--- src/rtl/core/vctr_pkg.sv ---
// Shared types, constants and ROM tables of the counter-to-resistance converter.
package vctr_pkg;

    localparam int ROM_SLOTS         = 64;
    localparam int ROM_IDX_W         = 6;
    localparam int TABLE_ENTRIES_DEF = 25;
    localparam int SRCH_W            = ROM_IDX_W + 2;

    localparam int CNT_W    = 32;
    localparam int FREQ_W   = 32;
    localparam int VOLT_W   = 20;
    localparam int CUR_W    = 14;
    localparam int SUP_W    = 20;
    localparam int FOFF_W   = 10;
    localparam int VOFF_W   = 17;
    localparam int RATE_W   = 10;
    localparam int RES_W    = 20;
    localparam int FAULT_W  = 2;
    localparam int CFG_AW   = 3;
    localparam int CFG_DW   = 20;
    localparam int IN_DW    = 32;
    localparam int OUT_DW   = 80;

    localparam int DIV_NUM_W = FREQ_W + VOLT_W;
    localparam int DIV_DEN_W = 32;
    localparam int DIV_CNT_W = 6;

    localparam logic [CUR_W-1:0]  CUR_RST  = CUR_W'(160);
    localparam logic [SUP_W-1:0]  SUP_RST  = SUP_W'(800000);
    localparam logic [FOFF_W-1:0] FOFF_RST = FOFF_W'(20);
    localparam logic [VOFF_W-1:0] VOFF_RST = VOFF_W'(5700);
    localparam logic [RATE_W-1:0] RATE_RST = RATE_W'(1);

    typedef enum logic [CFG_AW-1:0] {
        CFG_CURRENT  = 3'd0,
        CFG_SUPPLY   = 3'd1,
        CFG_FREQ_OFF = 3'd2,
        CFG_VOLT_OFF = 3'd3,
        CFG_RATE     = 3'd4
    } t_cfg_idx;

    typedef enum logic [FAULT_W-1:0] {
        FAULT_NONE     = 2'd0,
        FAULT_ZERO_CUR = 2'd1,
        FAULT_SUPPLY   = 2'd2
    } t_fault;

    typedef enum logic [3:0] {
        S_IDLE,
        S_LOAD,
        S_FREQ,
        S_RANGE,
        S_SEARCH,
        S_FETCH,
        S_MUL,
        S_DIVA_GO,
        S_DIVA_WAIT,
        S_VIN,
        S_DIVB_GO,
        S_DIVB_WAIT,
        S_DONE
    } t_state;

    typedef struct packed {
        logic                 start;
        logic [DIV_CNT_W-1:0] nbits;
    } t_div_req;

    typedef struct packed {
        logic busy;
        logic done;
    } t_div_sts;

    function automatic logic [FREQ_W-1:0] rom_freq(input logic [ROM_IDX_W-1:0] idx);
        logic [FREQ_W-1:0] f;
        case (idx)
            6'd0:  f = 32'd26130;
            6'd1:  f = 32'd31330;
            6'd2:  f = 32'd37320;
            6'd3:  f = 32'd45270;
            6'd4:  f = 32'd55150;
            6'd5:  f = 32'd67270;
            6'd6:  f = 32'd82680;
            6'd7:  f = 32'd99870;
            6'd8:  f = 32'd121190;
            6'd9:  f = 32'd146020;
            6'd10: f = 32'd175270;
            6'd11: f = 32'd208990;
            6'd12: f = 32'd247770;
            6'd13: f = 32'd291780;
            6'd14: f = 32'd341260;
            6'd15: f = 32'd396650;
            6'd16: f = 32'd457900;
            6'd17: f = 32'd525140;
            6'd18: f = 32'd598560;
            6'd19: f = 32'd677660;
            6'd20: f = 32'd762750;
            6'd21: f = 32'd853760;
            6'd22: f = 32'd950200;
            6'd23: f = 32'd1051710;
            6'd24: f = 32'd1158000;
            default: f = '0;
        endcase
        return f;
    endfunction

    function automatic logic [VOLT_W-1:0] rom_volt(input logic [ROM_IDX_W-1:0] idx);
        logic [VOLT_W-1:0] v;
        if (idx < ROM_IDX_W'(25)) begin
            v = VOLT_W'(340000) + VOLT_W'({idx, 14'd0}) + VOLT_W'({idx, 11'd0})
                + VOLT_W'({idx, 10'd0}) + VOLT_W'({idx, 9'd0}) + VOLT_W'({idx, 5'd0});
        end else begin
            v = '0;
        end
        return v;
    endfunction

endpackage

--- src/rtl/core/vco_count_to_resistance.sv ---
// Top level: oscillator count to frequency, voltage and resistance.
// From accept to output beat: a rejected sample goes straight to the output; a clamped
// one adds the resistance division unless a fault is flagged; an interpolated one adds
// the binary search and the shared serial divider for interpolation and resistance.
// Throughput: one beat in flight; next beat taken the cycle after its result is registered.
// Reset: synchronous active low; clears control, state valid bit and config to defaults.
module vco_count_to_resistance #(
    parameter int TABLE_ENTRIES = vctr_pkg::TABLE_ENTRIES_DEF
) (
    input  logic                          i_clk,
    input  logic                          i_rst_n,
    input  logic                          i_s_axis_tvalid,
    output logic                          o_s_axis_tready,
    // [31:0] coarse_count
    input  logic [vctr_pkg::IN_DW-1:0]    i_s_axis_tdata,
    output logic                          o_m_axis_tvalid,
    input  logic                          i_m_axis_tready,
    // [0] accepted, [32:1] freq_hz, [52:33] vin_uv, [72:53] res_kohm,
    // [74:73] fault, [79:75] zero
    output logic [vctr_pkg::OUT_DW-1:0]   o_m_axis_tdata,
    input  logic                          i_cfg_we,
    input  logic [vctr_pkg::CFG_AW-1:0]   i_cfg_addr,
    input  logic [vctr_pkg::CFG_DW-1:0]   i_cfg_wdata
);
    import vctr_pkg::*;

    localparam logic [ROM_IDX_W-1:0] LAST_IDX = ROM_IDX_W'(TABLE_ENTRIES - 1);
    localparam logic signed [SRCH_W-1:0] HI_MAX = SRCH_W'(TABLE_ENTRIES - 2);

    // config
    logic [CUR_W-1:0]  r_current;
    logic [SUP_W-1:0]  r_supply;
    logic [FOFF_W-1:0] r_freq_off;
    logic [VOFF_W-1:0] r_volt_off;
    logic [RATE_W-1:0] r_rate;

    // state memory: {prev_diff, prev_count}
    logic [2*CNT_W-1:0] r_mem [1];
    logic [2*CNT_W-1:0] r_mem_q;
    logic               r_mem_vld;
    logic               mem_re;
    logic               mem_we;

    t_state r_state, n_state;

    logic [CNT_W-1:0]  r_count;
    logic [CNT_W-1:0]  r_diff;
    logic              r_ok;
    logic [FREQ_W-1:0] r_freq;
    logic signed [SRCH_W-1:0] r_lo, r_hi;
    logic [VOLT_W-1:0] r_v0;
    logic [FREQ_W-1:0] r_fdiff;
    logic [VOLT_W-1:0] r_vdiff;
    logic [FREQ_W-1:0] r_den;
    logic              r_interp;
    logic [DIV_NUM_W-1:0] r_prod;
    logic [VOLT_W-1:0] r_dv;
    logic [VOLT_W+1:0] r_vin;
    logic [RES_W-1:0]  r_res;
    t_fault            r_fault;

    logic              r_out_vld;
    logic [OUT_DW-1:0] r_out_data;

    // datapath helpers
    logic [CNT_W-1:0]  prev_count, prev_diff, diff;
    logic [CNT_W:0]    d2;
    logic [CNT_W+1:0]  last3;
    logic              win_ok;
    logic [CNT_W+RATE_W:0] freq_full;
    logic signed [SRCH_W-1:0] mid;
    logic [ROM_IDX_W-1:0] mid_idx, hic, hic1;
    logic              srch_go;
    logic [FREQ_W-1:0] f0, f1;
    logic [VOLT_W-1:0] v0, v1;
    logic [VOLT_W+1:0] vin_sum;
    logic [SUP_W-1:0]  res_num;
    logic              out_free;

    t_div_req             div_req;
    t_div_sts             div_sts;
    logic [DIV_NUM_W-1:0] div_num;
    logic [DIV_DEN_W-1:0] div_den;
    logic [DIV_NUM_W-1:0] div_quot;

    vctr_div u_div (
        .i_clk   (i_clk),
        .i_rst_n (i_rst_n),
        .i_req   (div_req),
        .i_num   (div_num),
        .i_den   (div_den),
        .o_sts   (div_sts),
        .o_quot  (div_quot)
    );

    always_ff @(posedge i_clk) begin
        if (!i_rst_n) begin
            r_current  <= CUR_RST;
            r_supply   <= SUP_RST;
            r_freq_off <= FOFF_RST;
            r_volt_off <= VOFF_RST;
            r_rate     <= RATE_RST;
        end else if (i_cfg_we) begin
            case (i_cfg_addr)
                CFG_CURRENT:  r_current  <= i_cfg_wdata[CUR_W-1:0];
                CFG_SUPPLY:   r_supply   <= i_cfg_wdata[SUP_W-1:0];
                CFG_FREQ_OFF: r_freq_off <= i_cfg_wdata[FOFF_W-1:0];
                CFG_VOLT_OFF: r_volt_off <= i_cfg_wdata[VOFF_W-1:0];
                CFG_RATE:     r_rate     <= i_cfg_wdata[RATE_W-1:0];
                default: ;
            endcase
        end
    end

    always_comb begin
        prev_count = r_mem_vld ? r_mem_q[CNT_W-1:0] : '0;
        prev_diff  = r_mem_vld ? r_mem_q[2*CNT_W-1:CNT_W] : '0;
        diff       = r_count - prev_count;
        d2         = {diff, 1'b0};
        last3      = {2'b0, prev_diff} + {1'b0, prev_diff, 1'b0};
        win_ok     = ({1'b0, d2} < last3) && (d2 > {1'b0, prev_diff});

        freq_full  = (CNT_W+RATE_W+1)'(r_diff) * r_rate + (CNT_W+RATE_W+1)'(r_freq_off);

        mid        = r_lo + ((r_hi - r_lo) >>> 1);
        mid_idx    = mid[ROM_IDX_W-1:0];
        srch_go    = (r_lo <= r_hi);

        if (r_hi < 0) begin
            hic = '0;
        end else if (r_hi > HI_MAX) begin
            hic = HI_MAX[ROM_IDX_W-1:0];
        end else begin
            hic = r_hi[ROM_IDX_W-1:0];
        end
        hic1 = hic + ROM_IDX_W'(1);
        f0   = rom_freq(hic);
        f1   = rom_freq(hic1);
        v0   = rom_volt(hic);
        v1   = rom_volt(hic1);

        vin_sum = {2'b0, r_v0} + {2'b0, r_dv} + (VOLT_W+2)'(r_volt_off);
        res_num = r_supply - r_vin[SUP_W-1:0];
        out_free = !r_out_vld || i_m_axis_tready;
    end

    always_ff @(posedge i_clk) begin
        if (mem_re) begin
            r_mem_q <= r_mem[0];
        end
        if (mem_we) begin
            r_mem[0] <= {diff, r_count};
        end
    end

    always_ff @(posedge i_clk) begin
        if (!i_rst_n) begin
            r_state   <= S_IDLE;
            r_mem_vld <= 1'b0;
            r_out_vld <= 1'b0;
        end else begin
            r_state <= n_state;
            if (mem_we) begin
                r_mem_vld <= 1'b1;
            end
            if (r_state == S_DONE && out_free) begin
                r_out_vld <= 1'b1;
            end else if (i_m_axis_tready) begin
                r_out_vld <= 1'b0;
            end
        end
    end

    always_comb begin
        n_state       = r_state;
        mem_re        = 1'b0;
        mem_we        = 1'b0;
        div_req.start = 1'b0;
        div_req.nbits = DIV_CNT_W'(DIV_NUM_W);
        div_num       = r_prod;
        div_den       = r_den;
        case (r_state)
            S_IDLE: begin
                if (i_s_axis_tvalid) begin
                    mem_re  = 1'b1;
                    n_state = S_LOAD;
                end
            end
            S_LOAD: begin
                mem_we  = 1'b1;
                n_state = S_FREQ;
            end
            S_FREQ:   n_state = r_ok ? S_RANGE : S_DONE;
            S_RANGE: begin
                if (r_freq <= rom_freq('0) || r_freq >= rom_freq(LAST_IDX)) begin
                    n_state = S_VIN;
                end else begin
                    n_state = S_SEARCH;
                end
            end
            S_SEARCH: n_state = srch_go ? S_SEARCH : S_FETCH;
            S_FETCH:  n_state = S_MUL;
            S_MUL:    n_state = r_interp ? S_DIVA_GO : S_VIN;
            S_DIVA_GO: begin
                div_req.start = 1'b1;
                n_state       = S_DIVA_WAIT;
            end
            S_DIVA_WAIT: if (div_sts.done) n_state = S_VIN;
            S_VIN: begin
                if (r_current == '0 || vin_sum >= {2'b0, r_supply}) begin
                    n_state = S_DONE;
                end else begin
                    n_state = S_DIVB_GO;
                end
            end
            S_DIVB_GO: begin
                div_req.start = 1'b1;
                div_req.nbits = DIV_CNT_W'(SUP_W);
                div_num       = {res_num, (DIV_NUM_W-SUP_W)'(0)};
                div_den       = DIV_DEN_W'(r_current);
                n_state       = S_DIVB_WAIT;
            end
            S_DIVB_WAIT: if (div_sts.done) n_state = S_DONE;
            S_DONE:   if (out_free) n_state = S_IDLE;
            default:  n_state = S_IDLE;
        endcase
    end

    always_ff @(posedge i_clk) begin
        case (r_state)
            S_IDLE: begin
                r_count <= i_s_axis_tdata;
            end
            S_LOAD: begin
                r_diff <= diff;
                r_ok   <= win_ok;
            end
            S_FREQ: begin
                r_res   <= '0;
                r_fault <= FAULT_NONE;
                r_dv    <= '0;
                if (!r_ok) begin
                    r_freq <= '0;
                    r_vin  <= '0;
                end else if (freq_full[CNT_W+RATE_W:FREQ_W] != '0) begin
                    r_freq <= '1;
                end else begin
                    r_freq <= freq_full[FREQ_W-1:0];
                end
            end
            S_RANGE: begin
                r_lo <= '0;
                r_hi <= SRCH_W'(LAST_IDX);
                if (r_freq <= rom_freq('0)) begin
                    r_v0 <= rom_volt('0);
                end else begin
                    r_v0 <= rom_volt(LAST_IDX);
                end
            end
            S_SEARCH: begin
                if (srch_go) begin
                    if (rom_freq(mid_idx) < r_freq) begin
                        r_lo <= mid + SRCH_W'(1);
                    end else begin
                        r_hi <= mid - SRCH_W'(1);
                    end
                end
            end
            S_FETCH: begin
                r_v0     <= v0;
                r_fdiff  <= r_freq - f0;
                r_vdiff  <= v1 - v0;
                r_den    <= f1 - f0;
                r_interp <= (f1 > f0) && (v1 > v0) && (r_freq > f0);
            end
            S_MUL: begin
                r_prod <= r_fdiff * r_vdiff;
            end
            S_DIVA_WAIT: begin
                if (div_sts.done) begin
                    r_dv <= div_quot[VOLT_W-1:0];
                end
            end
            S_VIN: begin
                r_vin <= vin_sum;
                if (r_current == '0) begin
                    r_fault <= FAULT_ZERO_CUR;
                end else if (vin_sum >= {2'b0, r_supply}) begin
                    r_fault <= FAULT_SUPPLY;
                end
            end
            S_DIVB_WAIT: begin
                if (div_sts.done) begin
                    r_res <= div_quot[RES_W-1:0];
                end
            end
            S_DONE: begin
                if (out_free) begin
                    r_out_data <= {5'd0, r_fault, r_res, r_vin[VOLT_W-1:0], r_freq, r_ok};
                end
            end
            default: ;
        endcase
    end

    assign o_s_axis_tready = (r_state == S_IDLE);
    assign o_m_axis_tvalid = r_out_vld;
    assign o_m_axis_tdata  = r_out_data;

    a_div_start_idle: assert property (@(posedge i_clk) disable iff (!i_rst_n)
        div_req.start |-> !div_sts.busy)
        else $error("divider started while busy");

    a_out_from_done: assert property (@(posedge i_clk) disable iff (!i_rst_n)
        $rose(r_out_vld) |-> $past(r_state == S_DONE))
        else $error("output loaded outside done state");

    a_fault_res_zero: assert property (@(posedge i_clk) disable iff (!i_rst_n)
        r_out_vld && r_out_data[74:73] != FAULT_NONE |-> r_out_data[72:53] == '0)
        else $error("nonzero resistance with fault");

    a_reject_zero: assert property (@(posedge i_clk) disable iff (!i_rst_n)
        r_out_vld && !r_out_data[0] |-> r_out_data[74:1] == '0)
        else $error("rejected beat carries nonzero fields");

    a_no_accept_busy: assert property (@(posedge i_clk) disable iff (!i_rst_n)
        (r_state != S_IDLE) |-> !mem_re)
        else $error("state read while busy");

endmodule

--- src/rtl/core/vctr_div.sv ---
// Shared bit-serial restoring divider, one quotient bit per cycle.
module vctr_div (
    input  logic                             i_clk,
    input  logic                             i_rst_n,
    input  vctr_pkg::t_div_req               i_req,
    input  logic [vctr_pkg::DIV_NUM_W-1:0]   i_num,
    input  logic [vctr_pkg::DIV_DEN_W-1:0]   i_den,
    output vctr_pkg::t_div_sts               o_sts,
    output logic [vctr_pkg::DIV_NUM_W-1:0]   o_quot
);
    import vctr_pkg::*;

    logic                 r_busy;
    logic                 r_done;
    logic [DIV_CNT_W-1:0] r_cnt;
    logic [DIV_DEN_W-1:0] r_rem;
    logic [DIV_NUM_W-1:0] r_q;
    logic [DIV_DEN_W-1:0] r_den;

    logic [DIV_DEN_W:0]   trial;
    logic                 qbit;
    logic [DIV_DEN_W:0]   trial_sub;

    always_comb begin
        trial     = {r_rem, r_q[DIV_NUM_W-1]};
        qbit      = (trial >= {1'b0, r_den});
        trial_sub = trial - {1'b0, r_den};
    end

    always_ff @(posedge i_clk) begin
        if (!i_rst_n) begin
            r_busy <= 1'b0;
            r_done <= 1'b0;
            r_cnt  <= '0;
        end else begin
            r_done <= 1'b0;
            if (i_req.start) begin
                r_busy <= 1'b1;
                r_cnt  <= i_req.nbits;
            end else if (r_busy) begin
                r_cnt <= r_cnt - DIV_CNT_W'(1);
                if (r_cnt == DIV_CNT_W'(1)) begin
                    r_busy <= 1'b0;
                    r_done <= 1'b1;
                end
            end
        end
    end

    always_ff @(posedge i_clk) begin
        if (i_req.start) begin
            r_rem <= '0;
            r_q   <= i_num;
            r_den <= i_den;
        end else if (r_busy) begin
            r_rem <= qbit ? trial_sub[DIV_DEN_W-1:0] : trial[DIV_DEN_W-1:0];
            r_q   <= {r_q[DIV_NUM_W-2:0], qbit};
        end
    end

    assign o_sts.busy = r_busy;
    assign o_sts.done = r_done;
    assign o_quot     = r_q;

endmodule
--- config.mk ---
export PLATFORM = sky130hd
export DESIGN_NAME = vco_count_to_resistance
export DESIGN_NICKNAME = d
export VERILOG_FILES = /design/src/rtl/core/vctr_pkg.sv /design/src/rtl/core/vco_count_to_resistance.sv /design/src/rtl/core/vctr_div.sv
export SDC_FILE = /design/constraint.sdc
export NUM_CORES = 2
export LEC_CHECK = 0
export BUFFER_PORTS_ARGS = -buffer_cell sky130_fd_sc_hd__buf_2
export CAP_MARGIN = 5
export CELL_PAD_IN_SITES_DETAIL_PLACEMENT = 0
export CELL_PAD_IN_SITES_GLOBAL_PLACEMENT = 1
export CORE_ASPECT_RATIO = 1.2
export CORE_UTILIZATION = 40
export CTS_BUF_LIST = sky130_fd_sc_hd__clkbuf_4
export CTS_CLUSTER_DIAMETER = 50
export DETAILED_ROUTE_END_ITERATION = 7
export MAX_ROUTING_LAYER = met4
export PLACE_DENSITY = 0.78
export SLEW_MARGIN = 25
export SYNTH_ARGS = -nofsm -noshare
export SYNTH_HDL_FRONTEND = slang
export SYNTH_SLANG_ARGS = --single-unit
--- constraint.sdc ---
create_clock -name i_clk -period 6.7 [get_ports i_clk]
set_input_delay 0.67 -clock i_clk [delete_from_list [all_inputs] [get_ports i_clk]]
set_output_delay 0.67 -clock i_clk [all_outputs]
set_load 0.005 [all_outputs]
==> results.ini <==
[run_status]
outcome=complete, but fails checks
violations=setup timing

[cells_and_area]
final_util=0.4724
n_fill_cell=15610
final_nets=8896
drive_gt1_frac=0.1519
fin_cells=9810
finalInstanceArea_um2=77840
area_growth_pct=16.98

[floorplan]
dieArea_um2=168000
row_count=163
die_y_um=448.8
io_pins=142
core_um2=164800
die_w_um=374.3
initial_utilization=0.4038

[drt]
drt-initial-drc-count=3007
first_pass_iters=5
finalWirelength_mm=200.5
post-route-drc-count=0
ant_nets=0
vias_per_cell=5.287
wl_per_cell_um=20.44
route.vias.total=51860

[cts]
cts_tree=done
clk_path_buf_depth=3
cts-root-buf=clkbuf_4
htree_levels=4
clkSinkCount=688
path_clk_slew_ns=0.09
insertion_delay_ns=1.15
cts_made_buffers=187

[synth]
syn_inst=6879
syn_area_um2=66540
syn_avg_cell_area_um2=9.673
synth_edf_count=571
synth.most_common_cell=nand2_1
ys_warn_count=0
netlist_top_cells_count=nand2_1 (977), inv_1 (882), fa_1 (670)
synth_cell_types=92
synth_top_flop_cell=edfxtp_1
async_reset_ff_frac=0
ys_seq_area_frac=0.2929
synth.top_cell.area_share=0.2577
ys_ff_latch=688
synth_area_leader_cell=edfxtp_1
synth_area_leaders=edfxtp_1 (26%), fa_1 (20%), ha_1 (13%), nand2_1 (5.5%), inv_1 (5.0%)

[sta]
period_needed_ns=6.918
tightest_slew_ns=1.095
drv_slew=0
fmax_mhz=144.6
fin_ws_ns=-0.2180
setup_violations=37
fin_crit_sh=1.033
slew_headroom=0.2669
skew_ns=0.1057
rsz0062_at_grt=true
hold_viol=0

[flow_run]
cap_violations=0

[power_and_ir_drop]
p_seq_frac=0.192
p_leak_nw=34.84
max-vdd-ir-drop_v=0.0005550
p_clk_frac=0.104
p_per_area_nw_per_um2=482.5
sw_frac_of_total=0.4663
p_int_mw=20.05
p_total_mw=37.56
p_sw_mw=17.52
pwr-share-comb=0.704

[global_route]
grt-ovfl-total=0
antenna_found_initial=9
grt_max_degree=70
grt_pass1_wl_mm=310.9
grt_usage=0.2462
first_global_vias=54580

[placement]
gp_congestion=0.9866
placed_cell_area_um2=72570
dp_hpwl_mm=159.7
port_buffers=136
dp.cells=9315
place_ws_ns=-0.3592

[critical_path]
critical_path_peak_fanout=4
critPathLaunchType=flip-flop
worstPathRequired_ns=7.52
cp.arrival_ns=7.74
end_kind=flip-flop
path_class=reg -> reg

[min_path]
hold_class=in -> reg

==> timing repair <==
item,in CTS,in global routing
cloned,6,2
buffers inserted,41,26
resized for setup,114,133
pin swaps,65,87
hold endpoints to repair,112,0
hold buffers,67,0
endpoints found under the setup margin,47,72
==> metrics by stage <==
stage	TNS [ns]	hold WS (ns)
detailed placement	-9.137	0.4045
finish	-2.400	0.2416
global route	-12.59	0.1257
floorplan	0	0.4003
global placement	-9.305	0.4013
CTS	-4.678	0.01657
==> path summary, 6_finish.rpt <==
check	start	end	slack, ns	depth (start not counted)
worst max-delay path	r_vdiff[10]$_DFFE_PP_	r_prod[33]$_DFFE_PN_	-0.22	25
worst min-delay path	i_s_axis_tdata[31]	r_count[31]$_DFFE_PP_	0.24	2
worst max register to register	r_vdiff[10]$_DFFE_PP_	r_prod[33]$_DFFE_PN_	-0.22	25
worst min register to register	r_mem[0][6]$_DFFE_PP_	r_mem_q[6]$_DFFE_PP_	0.40	0
==> placed cells by master, fill, tap and decap left out, drive strengths merged, types with 24 or more instances in the layout <==
cell / instances
nor2: 303
dfxtp: 117
nor4: 24
nand4: 46
edfxtp: 571
clkbuf: 269
xor2: 111
a21o: 153
nand2b: 50
o21ai: 224
nand2: 979
o21a: 52
a21oi: 356
nand3: 80
xnor2: 181
o21bai: 34
nor3: 66
and3: 72
o211ai: 27
a22o: 29
fa: 670
buf: 644
and2: 393
dlygate4sd3: 67
nor2b: 70
clkinv: 71
mux2i: 43
a31oi: 72
ha: 666
inv: 885
a211oi: 58
==> area by class of cell <==
cell class / instances / area [um2] / area share
clock buffer: 267 / 2004 / 0.02575
sequential: 688 / 19510 / 0.2506
timing repair buffer: 714 / 5874 / 0.07546
tap: 2145 / 2684 / 0.03448
antenna: 10 / 25.02 / 0.0003215
clock inverter: 77 / 473.0 / 0.006076
inverter: 887 / 3332 / 0.04280
multi-input combinational: 5022 / 43940 / 0.5645
==> cell families after synthesis <==
group | count (synthesis) | share of synthesized area
other | 2 | 0.0001129
buffers and inverters | 1179 | 0.06777
AOI/OAI and AO/OA | 1196 | 0.1156
and+or+nand+nor | 2141 | 0.1514
muxes | 45 | 0.006995
adders and majority gates | 1336 | 0.3268
DFF | 688 | 0.2929
xor gates and xnor gates | 292 | 0.03843
==> metal layers <==
layer | wire length [um] | vias up | GRT usage
met5 | 0 | - | -
met4 | 9541 | 0 | 0.1097
met3 | 7731 | 388 | 0.02939
met2 | 107400 | 1319 | 0.4480
met1 | 75810 | 25770 | 0.2666
li1 | - | 24390 | -
==> power groups by stage <==
stage	logic [mW]	clock network (mW)	registers, mW
floorplan	15.3	0	6.87
global placement	23.5	0	7.32
detailed placement	23.8	0	7.32
CTS	25.1	4.04	7.22
global route	29.1	4.24	7.31
finish	26.4	3.91	7.22
==> worst max-delay path, cell delays in order, from the launching register on <==
cell	delay, ns
edfxtp_1	0.43
buf_12	0.16
buf_12	0.12
nand2_4	0.05
fa_1	0.49
inv_2	0.04
fa_1	0.55
inv_2	0.04
fa_1	0.48
fa_1	0.53
inv_2	0.04
fa_1	0.56
fa_1	0.46
ha_4	0.30
ha_4	0.20
a21o_1	0.16
or3_4	0.33
o31a_1	0.31
a311oi_4	0.26
a21o_1	0.20
o211ai_1	0.09
a21o_1	0.18
a221o_1	0.31
a21o_1	0.17
a21oi_2	0.12
xnor2_1	0.07
==> flip-flops by register name (all words and copies together), names as in the netlist, 31 cells and up <==
name,cells
r_freq,32
r_mem_q,64
u_div.r_den,32
r_prod,47
r_mem,33
r_den,31
r_fdiff,32
r_count,32
u_div.o_quot,52
u_div.r_rem,32
r_diff,31
o_m_axis_tdata,75
(Power assumes the default switching activity.)
